[src/rtl/core/rhtt_pkg.sv]
// Shared types and constants for the rectangle hit-test table.
package rhtt_pkg;

   localparam int TAG_BITS = 8;
   localparam int REGION_BITS = 4;

   localparam logic CMD_ADD = 1'b0;
   localparam logic CMD_CHECK = 1'b1;

   typedef struct packed {
      logic                add_accepted;
      logic                hit;
      logic [REGION_BITS-1:0] region_number;
      logic [TAG_BITS-1:0] hit_tag;
   } rhtt_result_type;

   typedef struct packed {
      logic                hit;
      logic [TAG_BITS-1:0] tag;
   } rhtt_match_type;

endpackage

[src/rtl/core/rectangle_hit_test_table_unit.sv]
// Rectangle hit-test table: add rectangles in order, find the lowest one holding a point.
// Add: the result passes through the pending register into the output register.
// Check: one entry read from the table memory per cycle, the scan ending early on a hit;
//    the scan of the filled entries sets the rate.
// The next item is taken once the result sits in the output register.
// Synchronous reset empties the table (fill count to zero); memory contents are not cleared.
module rectangle_hit_test_table_unit #(
   parameter int REGIONS = 16,
   parameter int COORD_BITS = 12
) (
   input  logic                                 clock,
   input  logic                                 reset,
   input  logic                                 req_valid,
   output logic                                 req_stall,
   input  logic                                 req_command,
   input  logic signed [COORD_BITS-1:0]         req_rect_left,
   input  logic signed [COORD_BITS-1:0]         req_rect_top,
   input  logic signed [COORD_BITS-1:0]         req_rect_right,
   input  logic signed [COORD_BITS-1:0]         req_rect_bottom,
   input  logic [rhtt_pkg::TAG_BITS-1:0]        req_item_tag,
   input  logic signed [COORD_BITS-1:0]         req_point_x,
   input  logic signed [COORD_BITS-1:0]         req_point_y,
   output logic                                 rsp_valid,
   input  logic                                 rsp_stall,
   output logic                                 rsp_add_accepted,
   output logic                                 rsp_hit,
   output logic [rhtt_pkg::REGION_BITS-1:0]     rsp_region_number,
   output logic [rhtt_pkg::TAG_BITS-1:0]        rsp_hit_tag
);

   localparam int IDX_W = (REGIONS > 1) ? $clog2(REGIONS) : 1;
   localparam int CNT_W = $clog2(REGIONS + 1);
   localparam int DATA_W = 4 * COORD_BITS + rhtt_pkg::TAG_BITS;
   localparam logic [CNT_W-1:0] FULL = CNT_W'(REGIONS);

   typedef enum logic [1:0] {
      ST_IDLE,
      ST_SCAN,
      ST_REPLY
   } state_type;

   state_type                       state_ff, state_in;
   logic [CNT_W-1:0]                fill_ff, fill_in;
   logic [CNT_W-1:0]                rd_idx_ff, rd_idx_in;
   logic                            cmp_valid_ff, cmp_valid_in;
   logic [IDX_W-1:0]                cmp_idx_ff, cmp_idx_in;
   logic signed [COORD_BITS-1:0]    px_ff, px_in;
   logic signed [COORD_BITS-1:0]    py_ff, py_in;
   rhtt_pkg::rhtt_result_type       pend_ff, pend_in;
   logic                            rsp_valid_ff, rsp_valid_in;
   rhtt_pkg::rhtt_result_type       rsp_ff, rsp_in;

   logic                            req_accept;
   logic                            out_free;
   logic                            mem_wr_en;
   logic                            mem_rd_en;
   logic [DATA_W-1:0]               mem_wr_data;
   logic [DATA_W-1:0]               mem_rd_data;
   rhtt_pkg::rhtt_match_type        match;
   logic [IDX_W+rhtt_pkg::REGION_BITS-1:0] cmp_idx_ext;

   assign req_stall  = (state_ff != ST_IDLE);
   assign req_accept = req_valid && !req_stall;
   assign out_free   = !rsp_valid_ff || !rsp_stall;

   assign mem_wr_data = {req_item_tag, req_rect_left, req_rect_top,
                         req_rect_right, req_rect_bottom};
   assign cmp_idx_ext = {{rhtt_pkg::REGION_BITS{1'b0}}, cmp_idx_ff};

   rhtt_table #(
      .DEPTH (REGIONS),
      .ADDR_W(IDX_W),
      .DATA_W(DATA_W)
   ) u_table (
      .clock  (clock),
      .wr_en  (mem_wr_en),
      .wr_addr(fill_ff[IDX_W-1:0]),
      .wr_data(mem_wr_data),
      .rd_en  (mem_rd_en),
      .rd_addr(rd_idx_ff[IDX_W-1:0]),
      .rd_data(mem_rd_data)
   );

   rhtt_match #(
      .COORD_BITS(COORD_BITS)
   ) u_match (
      .entry  (mem_rd_data),
      .point_x(px_ff),
      .point_y(py_ff),
      .result (match)
   );

   always_comb begin
      state_in     = state_ff;
      fill_in      = fill_ff;
      rd_idx_in    = rd_idx_ff;
      cmp_valid_in = cmp_valid_ff;
      cmp_idx_in   = cmp_idx_ff;
      px_in        = px_ff;
      py_in        = py_ff;
      pend_in      = pend_ff;
      rsp_valid_in = rsp_valid_ff;
      rsp_in       = rsp_ff;
      mem_wr_en    = 1'b0;
      mem_rd_en    = 1'b0;

      if (rsp_valid_ff && !rsp_stall) begin
         rsp_valid_in = 1'b0;
      end

      case (state_ff)
         ST_IDLE: begin
            if (req_accept) begin
               pend_in = '0;
               if (req_command == rhtt_pkg::CMD_CHECK) begin
                  px_in        = req_point_x;
                  py_in        = req_point_y;
                  rd_idx_in    = '0;
                  cmp_valid_in = 1'b0;
                  state_in     = ST_SCAN;
               end else begin
                  if (fill_ff < FULL) begin
                     mem_wr_en            = 1'b1;
                     fill_in              = fill_ff + 1'b1;
                     pend_in.add_accepted = 1'b1;
                  end
                  state_in = ST_REPLY;
               end
            end
         end
         ST_SCAN: begin
            cmp_valid_in = 1'b0;
            if (cmp_valid_ff && match.hit) begin
               pend_in.hit           = 1'b1;
               pend_in.region_number = cmp_idx_ext[rhtt_pkg::REGION_BITS-1:0];
               pend_in.hit_tag       = match.tag;
               state_in              = ST_REPLY;
            end else if (rd_idx_ff == fill_ff) begin
               pend_in  = '0;
               state_in = ST_REPLY;
            end else begin
               mem_rd_en    = 1'b1;
               rd_idx_in    = rd_idx_ff + 1'b1;
               cmp_valid_in = 1'b1;
               cmp_idx_in   = rd_idx_ff[IDX_W-1:0];
            end
         end
         ST_REPLY: begin
            if (out_free) begin
               rsp_valid_in = 1'b1;
               rsp_in       = pend_ff;
               state_in     = ST_IDLE;
            end
         end
         default: begin
            state_in = ST_IDLE;
         end
      endcase
   end

   always_ff @(posedge clock) begin
      if (reset) begin
         state_ff     <= ST_IDLE;
         fill_ff      <= '0;
         rd_idx_ff    <= '0;
         cmp_valid_ff <= 1'b0;
         rsp_valid_ff <= 1'b0;
      end else begin
         state_ff     <= state_in;
         fill_ff      <= fill_in;
         rd_idx_ff    <= rd_idx_in;
         cmp_valid_ff <= cmp_valid_in;
         rsp_valid_ff <= rsp_valid_in;
         cmp_idx_ff   <= cmp_idx_in;
         px_ff        <= px_in;
         py_ff        <= py_in;
         pend_ff      <= pend_in;
         rsp_ff       <= rsp_in;
      end
   end

   assign rsp_valid         = rsp_valid_ff;
   assign rsp_add_accepted  = rsp_ff.add_accepted;
   assign rsp_hit           = rsp_ff.hit;
   assign rsp_region_number = rsp_ff.region_number;
   assign rsp_hit_tag       = rsp_ff.hit_tag;

`ifndef SYNTH
   a_fill_bound: assert property (@(posedge clock) disable iff (reset)
      fill_ff <= FULL)
      else $error("fill count beyond table size");

   a_scan_bound: assert property (@(posedge clock) disable iff (reset)
      (state_ff == ST_SCAN) |-> (rd_idx_ff <= fill_ff))
      else $error("scan index past filled entries");

   a_add_fills: assert property (@(posedge clock) disable iff (reset)
      (req_accept && req_command == rhtt_pkg::CMD_ADD && fill_ff < FULL) |=>
      (fill_ff == $past(fill_ff) + 1'b1))
      else $error("accepted add did not advance fill count");

   a_add_no_hit: assert property (@(posedge clock) disable iff (reset)
      (rsp_valid_ff && rsp_ff.add_accepted) |-> !rsp_ff.hit)
      else $error("add result carries a hit");

   a_miss_zero: assert property (@(posedge clock) disable iff (reset)
      (rsp_valid_ff && !rsp_ff.hit) |->
      (rsp_ff.region_number == '0 && rsp_ff.hit_tag == '0))
      else $error("miss result with nonzero index or tag");
`endif

endmodule

[src/rtl/core/rhtt_table.sv]
// Rectangle entry memory: one write port, one read port with registered data.
module rhtt_table #(
   parameter int DEPTH = 16,
   parameter int ADDR_W = 4,
   parameter int DATA_W = 56
) (
   input  logic              clock,
   input  logic              wr_en,
   input  logic [ADDR_W-1:0] wr_addr,
   input  logic [DATA_W-1:0] wr_data,
   input  logic              rd_en,
   input  logic [ADDR_W-1:0] rd_addr,
   output logic [DATA_W-1:0] rd_data
);

   logic [DATA_W-1:0] mem_ff [DEPTH];
   logic [DATA_W-1:0] rd_data_ff;

   always_ff @(posedge clock) begin
      if (wr_en) begin
         mem_ff[wr_addr] <= wr_data;
      end
      if (rd_en) begin
         rd_data_ff <= mem_ff[rd_addr];
      end
   end

   assign rd_data = rd_data_ff;

endmodule

[src/rtl/core/rhtt_match.sv]
// Inclusive point-in-rectangle test of one table entry.
module rhtt_match #(
   parameter int COORD_BITS = 12
) (
   input  logic [4*COORD_BITS+rhtt_pkg::TAG_BITS-1:0] entry,
   input  logic signed [COORD_BITS-1:0]               point_x,
   input  logic signed [COORD_BITS-1:0]               point_y,
   output rhtt_pkg::rhtt_match_type                   result
);

   // entry layout, msb first: tag, left, top, right, bottom
   logic signed [COORD_BITS-1:0] left;
   logic signed [COORD_BITS-1:0] top;
   logic signed [COORD_BITS-1:0] right;
   logic signed [COORD_BITS-1:0] bottom;

   assign bottom = $signed(entry[COORD_BITS-1:0]);
   assign right  = $signed(entry[2*COORD_BITS-1:COORD_BITS]);
   assign top    = $signed(entry[3*COORD_BITS-1:2*COORD_BITS]);
   assign left   = $signed(entry[4*COORD_BITS-1:3*COORD_BITS]);

   assign result.hit = (point_x >= left) && (point_x <= right) &&
                       (point_y >= top) && (point_y <= bottom);
   assign result.tag = entry[4*COORD_BITS+rhtt_pkg::TAG_BITS-1:4*COORD_BITS];

endmodule

[config.mk]
export PLATFORM = sky130hd
export DESIGN_NAME = rectangle_hit_test_table_unit
export DESIGN_NICKNAME = d
export VERILOG_FILES = /design/src/rtl/core/rhtt_pkg.sv /design/src/rtl/core/rectangle_hit_test_table_unit.sv /design/src/rtl/core/rhtt_table.sv /design/src/rtl/core/rhtt_match.sv
export SDC_FILE = /design/constraint.sdc
export NUM_CORES = 1
export LEC_CHECK = 0
export BUFFER_PORTS_ARGS = -buffer_cell sky130_fd_sc_hd__buf_4
export CAP_MARGIN = 20
export CORE_ASPECT_RATIO = 0.9
export CORE_MARGIN = 2
export CORE_UTILIZATION = 35
export DETAILED_ROUTE_END_ITERATION = 16
export GPL_TIMING_DRIVEN = 0
export MAX_ROUTING_LAYER = met4
export PLACE_DENSITY_LB_ADDON = 0.05
export SYNTH_ARGS = -nofsm -noshare
export SYNTH_HDL_FRONTEND = slang
export SYNTH_SLANG_ARGS = --single-unit
[constraint.sdc]
create_clock -name clock -period 5.8 [get_ports clock]
set_input_delay 0.87 -clock clock [delete_from_list [all_inputs] [get_ports clock]]
set_output_delay 0.87 -clock clock [all_outputs]
set_load 0.005 [all_outputs]
==> results.json, run 1 <==
{
  "cap_violations": 0,
  "post-cts-setup-buffers": 0,
  "firstDrtPassIters": 5,
  "grt_use_total": 0.193,
  "dp_slack_ns": 1.83,
  "grt_pass1_vias": 19000,
  "worst_clock_skew_ns": 0.0237,
  "vias": 18200,
  "fp.dieW_um": 357,
  "placementRows": 116,
  "syn_nets": 1796,
  "ir_drop_mv": 0.278,
  "insertion_delay_ns": 0.68,
  "ys_warn_count": 0,
  "grt_pass1_wl_mm": 148,
  "antenna_found_initial": 7,
  "antenna_left": 0,
  "dieArea_um2": 115000,
  "htreeDepth": 3,
  "routed_wl_mm": 105,
  "worst_setup_path_end_kind": "flip-flop",
  "synth_seq_cells": 1022,
  "cts.reportedPaths.clkPinSlew_ns": 0.06,
  "intPower_uw": 12300,
  "start_kind": "flip-flop",
  "r2r_cells": 9,
  "cts-hold-fix-buffers": 0,
  "cts-resized-gates": 0,
  "synthArstFlopShare": 0,
  "hold_viol": 0,
  "gp_congestion": 0.717,
  "dp_hpwl_mm": 68.9,
  "avgSynthCellArea_um2": 23.6,
  "post-route-drc-count": 0,
  "setup_violations": 0,
  "drt_iter0_markers": 1689,
  "p_leak_uw": 0.0149,
  "hold_end": "px_ff[1]",
  "whs_path_depth": 1,
  "die_h_um": 321,
  "wl_per_cell_um": 30.1,
  "clockBufferDepth": 3,
  "drive_above_1_share": 0.324,
  "outcome": "complete, no violations",
  "synthTopCellsByArea": "edfxtp_1 (77%), mux4_2 (16%), ha_1 (1.7%)",
  "layout.nets": 2083,
  "syn_inst": 1658,
  "clock_sinks": 1022,
  "max_freq_mhz": 259,
  "core_region_area_um2": 111000,
  "finalMaxSlewViolations": 0,
  "synth_edf_count": 1008,
  "crit_type": "flip-flop to flip-flop",
  "netlist_area_um2": 39200,
  "p_seq_frac": 0.535,
  "grt_max_degree": 48,
  "cp.arrival_ns": 4.15,
  "p_per_area_nw_per_um2": 326,
  "grt_setup_unrepaired": "false",
  "min_path_type": "input port to flip-flop",
  "cts_root_buffer": "clkbuf_16",
  "min_from": "req_point_x[1]",
  "max_slew.worst_pin.slew_ns": 1.14,
  "port_buffers": 100,
  "synth.distinct_cells": 53,
  "slew_headroom": 0.243,
  "p_comb_frac": 0.029,
  "final_common_cell": "edfxtp_1",
  "top_level_ports": 101,
  "grt_overflow": 0,
  "cts_made_buffers": 109,
  "initial_utilization": 0.353,
  "synthToLayoutAreaGrowth_pct": 20.1,
  "synth_largest_area_cell": "edfxtp_1",
  "r2r_setup_slack_ns": 1.94,
  "net-switching-power_uw": 3050,
  "final_cell_mix": "edfxtp_1 (1008), mux4_2 (280), clkbuf_16 (113)",
  "synth_ff_type": "edfxtp_1",
  "fin_ws_ns": 1.94,
  "period_share": 0.665,
  "switching_share": 0.199,
  "timing.rr.end": "pend_ff[7]",
  "ys_seq_area_frac": 0.780,
  "r2r-start": "py_ff[9]",
  "netlist.area_leader.share": 0.773,
  "cts_tree": "done",
  "clkPwrFrac": 0.436,
  "hold_ws_ns": 0.391,
  "via_per_inst": 5.20,
  "cp.required_ns": 6.10,
  "cp_max_fo": 15,
  "period_needed_ns": 3.86
}
critical path: stages (launching register included):
cell and delay (ns):
edfxtp_1 0.44, ha_1 0.34, a21o_1 0.16, a211oi_1 0.22, o21ai_0 0.12, o21ai_0 0.61
nand4b_1 0.39, nand2b_2 0.26, inv_4 0.16, nor2_1 0.77
worst max path at each step:
stage                     start                    end  slack (ns)  depth (start not counted)
detailed placement     py_ff[9]             pend_ff[2]        1.83                          9
global placement    req_command  u_table.mem_ff[7][28]       -3.47                          5
global route           py_ff[2]             pend_ff[5]        1.65                          9
finish                 py_ff[9]             pend_ff[7]        1.94                          9
floorplan             req_valid  u_table.mem_ff[15][0]        1.33                          4
CTS                    py_ff[9]             pend_ff[5]        1.82                          9
cell type report:
| type | instances | area (µm²) |
|---|---|---|
| flip-flops and latches | 1022 | 30500 |
| well taps | 1475 | 1850 |
| multi-input cells | 506 | 8190 |
| fillers | 9646 | 64000 |
| inverters | 58 | 220 |
| repair buffers | 176 | 2490 |
| clock buffers | 137 | 2920 |
| plain buffers | 72 | 352 |
| diodes | 5 | 12.5 |
| clock inverters | 52 | 459 |
per-stage QoR:
stage	total power (µW)	utilization	TNS (ns)	instance area (µm²)	std cells
2_1_floorplan	8540	-	0	39200	1658
3_3_place_gp	8770	0.376	-2758.71	41800	3233
3_5_place_dp	8810	0.393	0	43600	3306
4_1_cts	15500	0.423	0	47000	3495
5_1_grt	15800	0.424	0	47000	3503
6_report	15300	0.424	0	47000	3503
cell usage after synthesis, types with 5 or more instances:
library cell,n
a21o_1,7
nor2b_1,5
buf_2,25
a21oi_1,17
nand2_1,12
edfxtp_1,1008
mux4_2,280
nor2_1,27
nor3_1,7
and3_1,14
dfxtp_1,14
nand2b_1,6
a211oi_1,6
clkbuf_1,27
nand4_1,6
inv_1,56
ha_1,53
o21ai_0,7
buf_1,12
nand3_1,8
buf_6,5
flip-flops by register name, indices dropped and copies added (netlist names), 2 cells and up:
signal             count
fill_ff                5
u_table.rd_data       56
rd_idx_ff              5
u_table.mem_ff       896
rsp_hit_tag            8
rsp_region_number      4
cmp_idx_ff             4
px_ff                 12
state_ff               2
py_ff                 12
pend_ff               14
power groups by stage:
stage          clock network [µW]  logic [µW]  registers, µW
5_1_grt                      7140         487           8200
3_5_place_dp                    0         456           8350
4_1_cts                      6860         457           8200
6_report                     6680         446           8200
3_3_place_gp                    0         411           8360
2_1_floorplan                   0         193           8350
cells by family (layout without fill, tap and decap cells):
logic type | Yosys count | after routing | synth area share
adders and majority gates | 53 | 53 | 0.0169
xor gates and xnor gates | 8 | 8 | 0.00179
AOI/OAI and AO/OA | 66 | 66 | 0.0119
buffers and inverters | 130 | 495 | 0.0145
and+or+nand+nor | 96 | 96 | 0.0130
DFF | 1022 | 1022 | 0.780
muxes | 283 | 283 | 0.162
other | 0 | 5 | 0
per-layer routing:
| metal | GRT usage | vias up | part of all wire | routed length (µm) |
|---|---|---|---|---|
| met5 | - | - | 0 | 0 |
| met4 | 0.0348 | 0 | 0.015 | 1530 |
| met3 | 0.0353 | 116 | 0.049 | 5170 |
| met2 | 0.299 | 447 | 0.48 | 50100 |
| met1 | 0.270 | 10000 | 0.46 | 48500 |
| li1 | - | 7652 | - | - |
Power figures use the tool's default switching activity.
==> run 2: changes to the inputs <==
ABC_AREA = 1   (was default)
clock period = 3.4 ns   (was 5.8 ns; I/O delays follow)
==> results.json, run 2 <==
{
  "largest_reg_flops": 896,
  "synth_edf_count": 1008,
  "drt_iter0_markers": 3318,
  "r2r_setup_slack_ns": 0.03,
  "synth_largest_area_cell": "edfxtp_1",
  "cts.reportedPaths.clkPinSlew_ns": 0.06,
  "p_per_area_nw_per_um2": 654,
  "synth.distinct_cells": 37,
  "start_kind": "flip-flop",
  "synth.top_cells.by_count": "edfxtp_1 (1008), nor2_1 (503), o21ai_0 (452)",
  "placementRows": 117,
  "critPathMaxStageDelay_ns": 0.59,
  "period_needed_ns": 3.37,
  "max_freq_mhz": 297,
  "min_path_type": "input port to flip-flop",
  "p_total_uw": 31500,
  "critPathSlowestCell": "o21ai_0",
  "syn_nets": 3037,
  "cp.arrival_ns": 3.79,
  "ys_warn_count": 0,
  "fillers": 10300,
  "htreeDepth": 3,
  "cp.required_ns": 3.82,
  "ys_seq_area_frac": 0.761,
  "grt_pass1_vias": 26000,
  "worst_setup_path_end_kind": "flip-flop",
  "synth_most_common_cell": "edfxtp_1",
  "cts_root_buffer": "clkbuf_16",
  "final.setup.tns_ns": 0,
  "hold_viol": 0,
  "r2r_cells": 8,
  "grt_use_total": 0.253,
  "die_h_um": 325,
  "worst_clock_skew_ns": 0.0284,
  "grt_overflow": 0,
  "p_leak_uw": 0.0160,
  "timing.rr.end": "u_table.rd_data[53]",
  "min_from": "req_rect_bottom[1]",
  "setup_violations": 0,
  "cp_max_fo": 10,
  "synthTopCellsByArea": "edfxtp_1 (75%), o21ai_0 (5.6%), nor2_1 (4.7%)",
  "whs_path_depth": 1,
  "wl_per_cell_um": 30.5,
  "vias": 26700,
  "firstDrtPassIters": 6,
  "hold_end": "u_table.mem_ff[9][1]",
  "drive_above_1_share": 0.119,
  "slew_headroom": 0.223,
  "netlist.area_leader.share": 0.754,
  "antenna_found_initial": 9,
  "ir_drop_mv": 0.398,
  "cts_tree": "done",
  "grt_max_degree": 27,
  "cap_violations": 0,
  "grt_setup_unrepaired": "true",
  "initial_utilization": 0.354,
  "grt_pass1_wl_mm": 201,
  "outcome": "complete, no violations",
  "post-route-drc-count": 0,
  "synthArstFlopShare": 0,
  "clockBufferDepth": 3,
  "top_level_ports": 101,
  "insertion_delay_ns": 0.74,
  "avgSynthCellArea_um2": 13.8,
  "dp_hpwl_mm": 98.7,
  "netlist_area_um2": 40100,
  "via_per_inst": 5.56,
  "max_slew.worst_pin.slew_ns": 1.17,
  "core_region_area_um2": 113000,
  "dieArea_um2": 117000,
  "r2r-start": "rd_idx_ff[0]",
  "synth_seq_cells": 1022,
  "period_share": 0.991,
  "dp.cells": 4546,
  "antenna_left": 0,
  "clock_sinks": 1022,
  "final_cell_mix": "edfxtp_1 (1008), nor2_1 (487), o21ai_0 (452)",
  "finalMaxSlewViolations": 0,
  "gp_congestion": 0.835,
  "hold_ws_ns": 0.0870,
  "synth_ff_type": "edfxtp_1",
  "layout.nets": 3339,
  "final_common_cell": "edfxtp_1",
  "cts_made_buffers": 111,
  "largest_register": "u_table.mem_ff",
  "port_buffers": 99,
  "final_cell_count_no_fill": 4793,
  "fp.dieW_um": 361,
  "crit_type": "flip-flop to flip-flop",
  "syn_inst": 2899,
  "synthToLayoutAreaGrowth_pct": 19.8,
  "routed_wl_mm": 146,
  "path_cells": "buf_4 -> inv_2 -> buf_2 -> clkbuf_2 -> o21ai_0 -> o221ai_1 -> nand3_1 -> nand2_1"
}
==> run 2: cell count changes after synthesis, sizes merged, moves of 12 or more <==
cell    change
mux4      -280
o22ai      +51
nor2      +480
and3       -14
o21ai     +443
inv        +54
clkbuf    +130
o221ai    +174
nand2     +135
buf        -12
nand3      +75
o211ai     +46
==> run 2: worst max-delay path: cells and delay by family, from the launching register on <==
| kind | cells | cell delay (ns) |
|---|---|---|
| AOI/OAI and AO/OA | 2 | 0.78 |
| buffers and inverters | 4 | 1.36 |
| DFF | 1 | 0.49 |
| and+or+nand+nor | 2 | 0.41 |
==> run 2: where the power goes <==
group	total (µW)	internal, µW	switching, µW
Clock	12100	6970	5150
Combinational	5090	1220	3870
Sequential	14200	14200	84.3
Total	31500	22400	9100
==> run 2: layout make-up <==
cell class              instances  area (µm²)  share of cell area
diodes                          7        17.5            0.000364
plain buffers                 189         766              0.0159
clock buffers                 134        2900              0.0602
clock inverters                77         716              0.0149
inverters                     114         433             0.00901
multi-input cells            1573        8560               0.178
flip-flops and latches       1022       30500               0.635
well taps                    1487        1860              0.0387
repair buffers                189        2270              0.0473
repair inverters                1        7.51            0.000156
==> run 2: layer usage <==
metal | global-route usage | share of wire
met5 | - | 0
met4 | 0.0917 | 0.038
met3 | 0.0602 | 0.086
met2 | 0.372 | 0.44
met1 | 0.342 | 0.43
==> run 2: how the worst max path moves through the flow <==
stage	from	to	slack [ns]
floorplan	req_valid	u_table.mem_ff[11][0]	-0.47
global placement	req_valid	u_table.mem_ff[3][13]	-4.87
detailed placement	py_ff[10]	pend_ff[3]	-0.65
CTS	rd_idx_ff[1]	u_table.rd_data[38]	0.01
global route	rd_idx_ff[0]	u_table.rd_data[13]	-0.03
finish	rd_idx_ff[0]	u_table.rd_data[53]	0.03
==> run 2: cell families (layout without fill, tap and decap cells) <==
kind of cell,after synthesis,in the layout,synth area share
AO/OA/AOI/OAI,761,761,0.117
XOR/XNOR,1,1,0.000218
other,0,7,0
AND/OR/NAND/NOR,758,758,0.0760
adder cells (fa/ha/maj),53,53,0.0165
buffers and inverters,304,704,0.0295
flip-flops,1022,1022,0.761
==> run 2: what timing repair did <==
item	in CTS	in global routing
gates cloned	1	0
setup buffers	2	0
gates resized for setup	7	5
hold buffers	24	0
endpoints found under the hold margin	24	0
setup endpoints to repair	81	34
==> run 2: stage by stage <==
stage / cell area, µm² / util / setup slack, ns
finish: 48100 / 0.424 / 0.0303
global route: 48100 / 0.424 / -0.0338
CTS: 48000 / 0.423 / 0.0140
detailed placement: 44100 / 0.389 / -0.645
global placement: 42800 / 0.377 / -4.87
floorplan: 40200 / - / -0.467
==> run 3: changes to the inputs <==
ABC_AREA = default   (was 1)
==> results.json, run 3 (synthesis results as in run 1) <==
{
  "outcome": "complete, no violations",
  "critPathSlowestCell": "o21ai_1",
  "final_cell_area_um2": 47400,
  "busiest_layer": "met2",
  "period_share": 0.964,
  "fp.dieW_um": 357,
  "ir_drop_mv": 0.448,
  "insertion_delay_ns": 0.69,
  "critPathBufInv": 2,
  "cts.reportedPaths.clkPinSlew_ns": 0.06,
  "wl_per_cell_um": 29.6,
  "clockBufferDepth": 3,
  "die_h_um": 321,
  "final_common_cell": "edfxtp_1",
  "max_freq_mhz": 305,
  "antenna_left": 0,
  "cap_violations": 0,
  "p_seq_frac": 0.534,
  "final_cell_mix": "edfxtp_1 (1008), mux4_2 (280), clkbuf_16 (115)",
  "layout.nets": 2111,
  "period_needed_ns": 3.28,
  "clock_sinks": 1022,
  "synthToLayoutAreaGrowth_pct": 21.0,
  "grtUsageMet2": 0.299,
  "core_region_area_um2": 111000,
  "intPower_uw": 20800,
  "postPlaceCellArea_um2": 43700,
  "critPathMaxStageDelay_ns": 0.48,
  "dieArea_um2": 115000,
  "placementRows": 116,
  "start_kind": "flip-flop",
  "drive_above_1_share": 0.336,
  "drt_iter0_markers": 1582,
  "fin_ws_ns": 0.121,
  "cp_max_fo": 32,
  "grt_max_degree": 33,
  "grt_use_total": 0.191,
  "cp.required_ns": 3.78,
  "dp_hpwl_mm": 69.8,
  "setup_violations": 0,
  "grt_pass1_wl_mm": 147,
  "switching_share": 0.204,
  "p_leak_uw": 0.0151,
  "cts_tree": "done",
  "port_buffers": 100,
  "antenna_found_initial": 7,
  "worst_setup_path_end_kind": "flip-flop",
  "largest_reg_flops": 896,
  "clkPwrFrac": 0.436,
  "gr-usage-met1": 0.262,
  "grtUsageMet3": 0.0331,
  "grt_pass1_vias": 19400,
  "min_path_type": "input port to flip-flop",
  "net-switching-power_uw": 5340,
  "largest_register": "u_table.mem_ff",
  "p_total_uw": 26200,
  "htreeDepth": 3,
  "final_cell_count_no_fill": 3546,
  "dp.cells": 3311,
  "crit_type": "flip-flop to flip-flop",
  "gp_congestion": 0.734,
  "dp_slack_ns": -0.744,
  "p_per_area_nw_per_um2": 552,
  "initial_utilization": 0.353,
  "path_delay_family": "compound AO/OA/AOI/OAI gates",
  "cts_root_buffer": "clkbuf_16",
  "cts_made_buffers": 112,
  "grt_setup_unrepaired": "false",
  "fillers": 9576,
  "hold_viol": 0,
  "via_per_inst": 5.19,
  "post-route-drc-count": 0,
  "routed_wl_mm": 105,
  "finalMaxSlewViolations": 0,
  "top_level_ports": 101,
  "slew_headroom": 0.290,
  "firstDrtPassIters": 5,
  "max_slew.worst_pin.slew_ns": 1.06,
  "cp.arrival_ns": 3.66,
  "path_cells": "ha_1 -> a21o_1 -> a211oi_1 -> o21ai_0 -> o21ai_1 -> nand4b_1 -> nand2b_4 -> clkinv_8 -> buf_16",
  "vias": 18400,
  "grt_overflow": 0,
  "worst_clock_skew_ns": 0.0255,
  "p_comb_frac": 0.030
}
-- run 3: changes by cell type in the layout (fill, tap and decap cells not counted), moves of 129 or more --
cell      before  now
o221ai_1     175    1
nor2_1       487   13
mux4_2         0  280
o21ai_0      452    6
nand2_1      142   12
clkbuf_1     172   43
-- run 3: layout make-up --
| class | instances | area, µm² | area share |
|---|---|---|---|
| multi-input cells | 506 | 8220 | 0.173 |
| flip-flops and latches | 1022 | 30500 | 0.644 |
| clock inverters | 73 | 473 | 0.00998 |
| clock buffers | 134 | 2970 | 0.0626 |
| diodes | 5 | 12.5 | 0.000264 |
| inverters | 58 | 230 | 0.00486 |
| repair buffers | 201 | 2730 | 0.0575 |
| well taps | 1475 | 1850 | 0.0389 |
| plain buffers | 72 | 373 | 0.00787 |
-- run 3: path summary, 6_finish.rpt --
kind | start | endpoint | slack [ns] | depth (start not counted)
worst max-delay path | py_ff[9] | u_table.rd_data[30] | 0.12 | 9
worst min-delay path | req_point_y[0] | py_ff[0] | 0.05 | 1
worst max register to register | py_ff[9] | u_table.rd_data[30] | 0.12 | 9
worst min register to register | pend_ff[2] | rsp_hit_tag[2] | 0.42 | 0
-- run 3: timing repair --
| item | in CTS | in global routing |
|---|---|---|
| endpoints found under the setup margin | 114 | 108 |
| hold buffers | 10 | 0 |
| pin swaps | 5 | 6 |
| gates resized for setup | 10 | 5 |
| hold endpoints to repair | 10 | 0 |
| buffers inserted | 5 | 6 |
-- run 3: worst reg2reg max path: cells and delay by family, from the launching register on --
family / cells / cell delay [ns]
compound gates: 4 / 0.96
simple gates: 2 / 0.68
buf+inv: 2 / 0.49
flops: 1 / 0.44
fa+ha+maj: 1 / 0.34
-- run 3: layer usage --
metal  wire length (µm)  vias to the layer above
li1                   -                     7733
met1              47400                    10100
met2              50400                      445
met3               4890                      152
met4               2390                        0
met5                  0                        -
-- run 3: power by group through the flow --
stage / clock (µW) / combinational [µW] / sequential, µW
floorplan: 0 / 330 / 14200
global placement: 0 / 697 / 14300
detailed placement: 0 / 780 / 14200
CTS: 11700 / 802 / 14000
global route: 12200 / 854 / 14000
finish: 11400 / 785 / 14000
-- run 3: per-stage QoR --
step                      hold slack [ns]   util  TNS (ns)
after detailed placement            0.405  0.393    -18.32
after global routing              0.00591  0.427         0
after global placement              0.403  0.376  -4012.69
final                              0.0532  0.427         0
after floorplan                     0.400      -   -442.78
after CTS                         0.00113  0.426         0
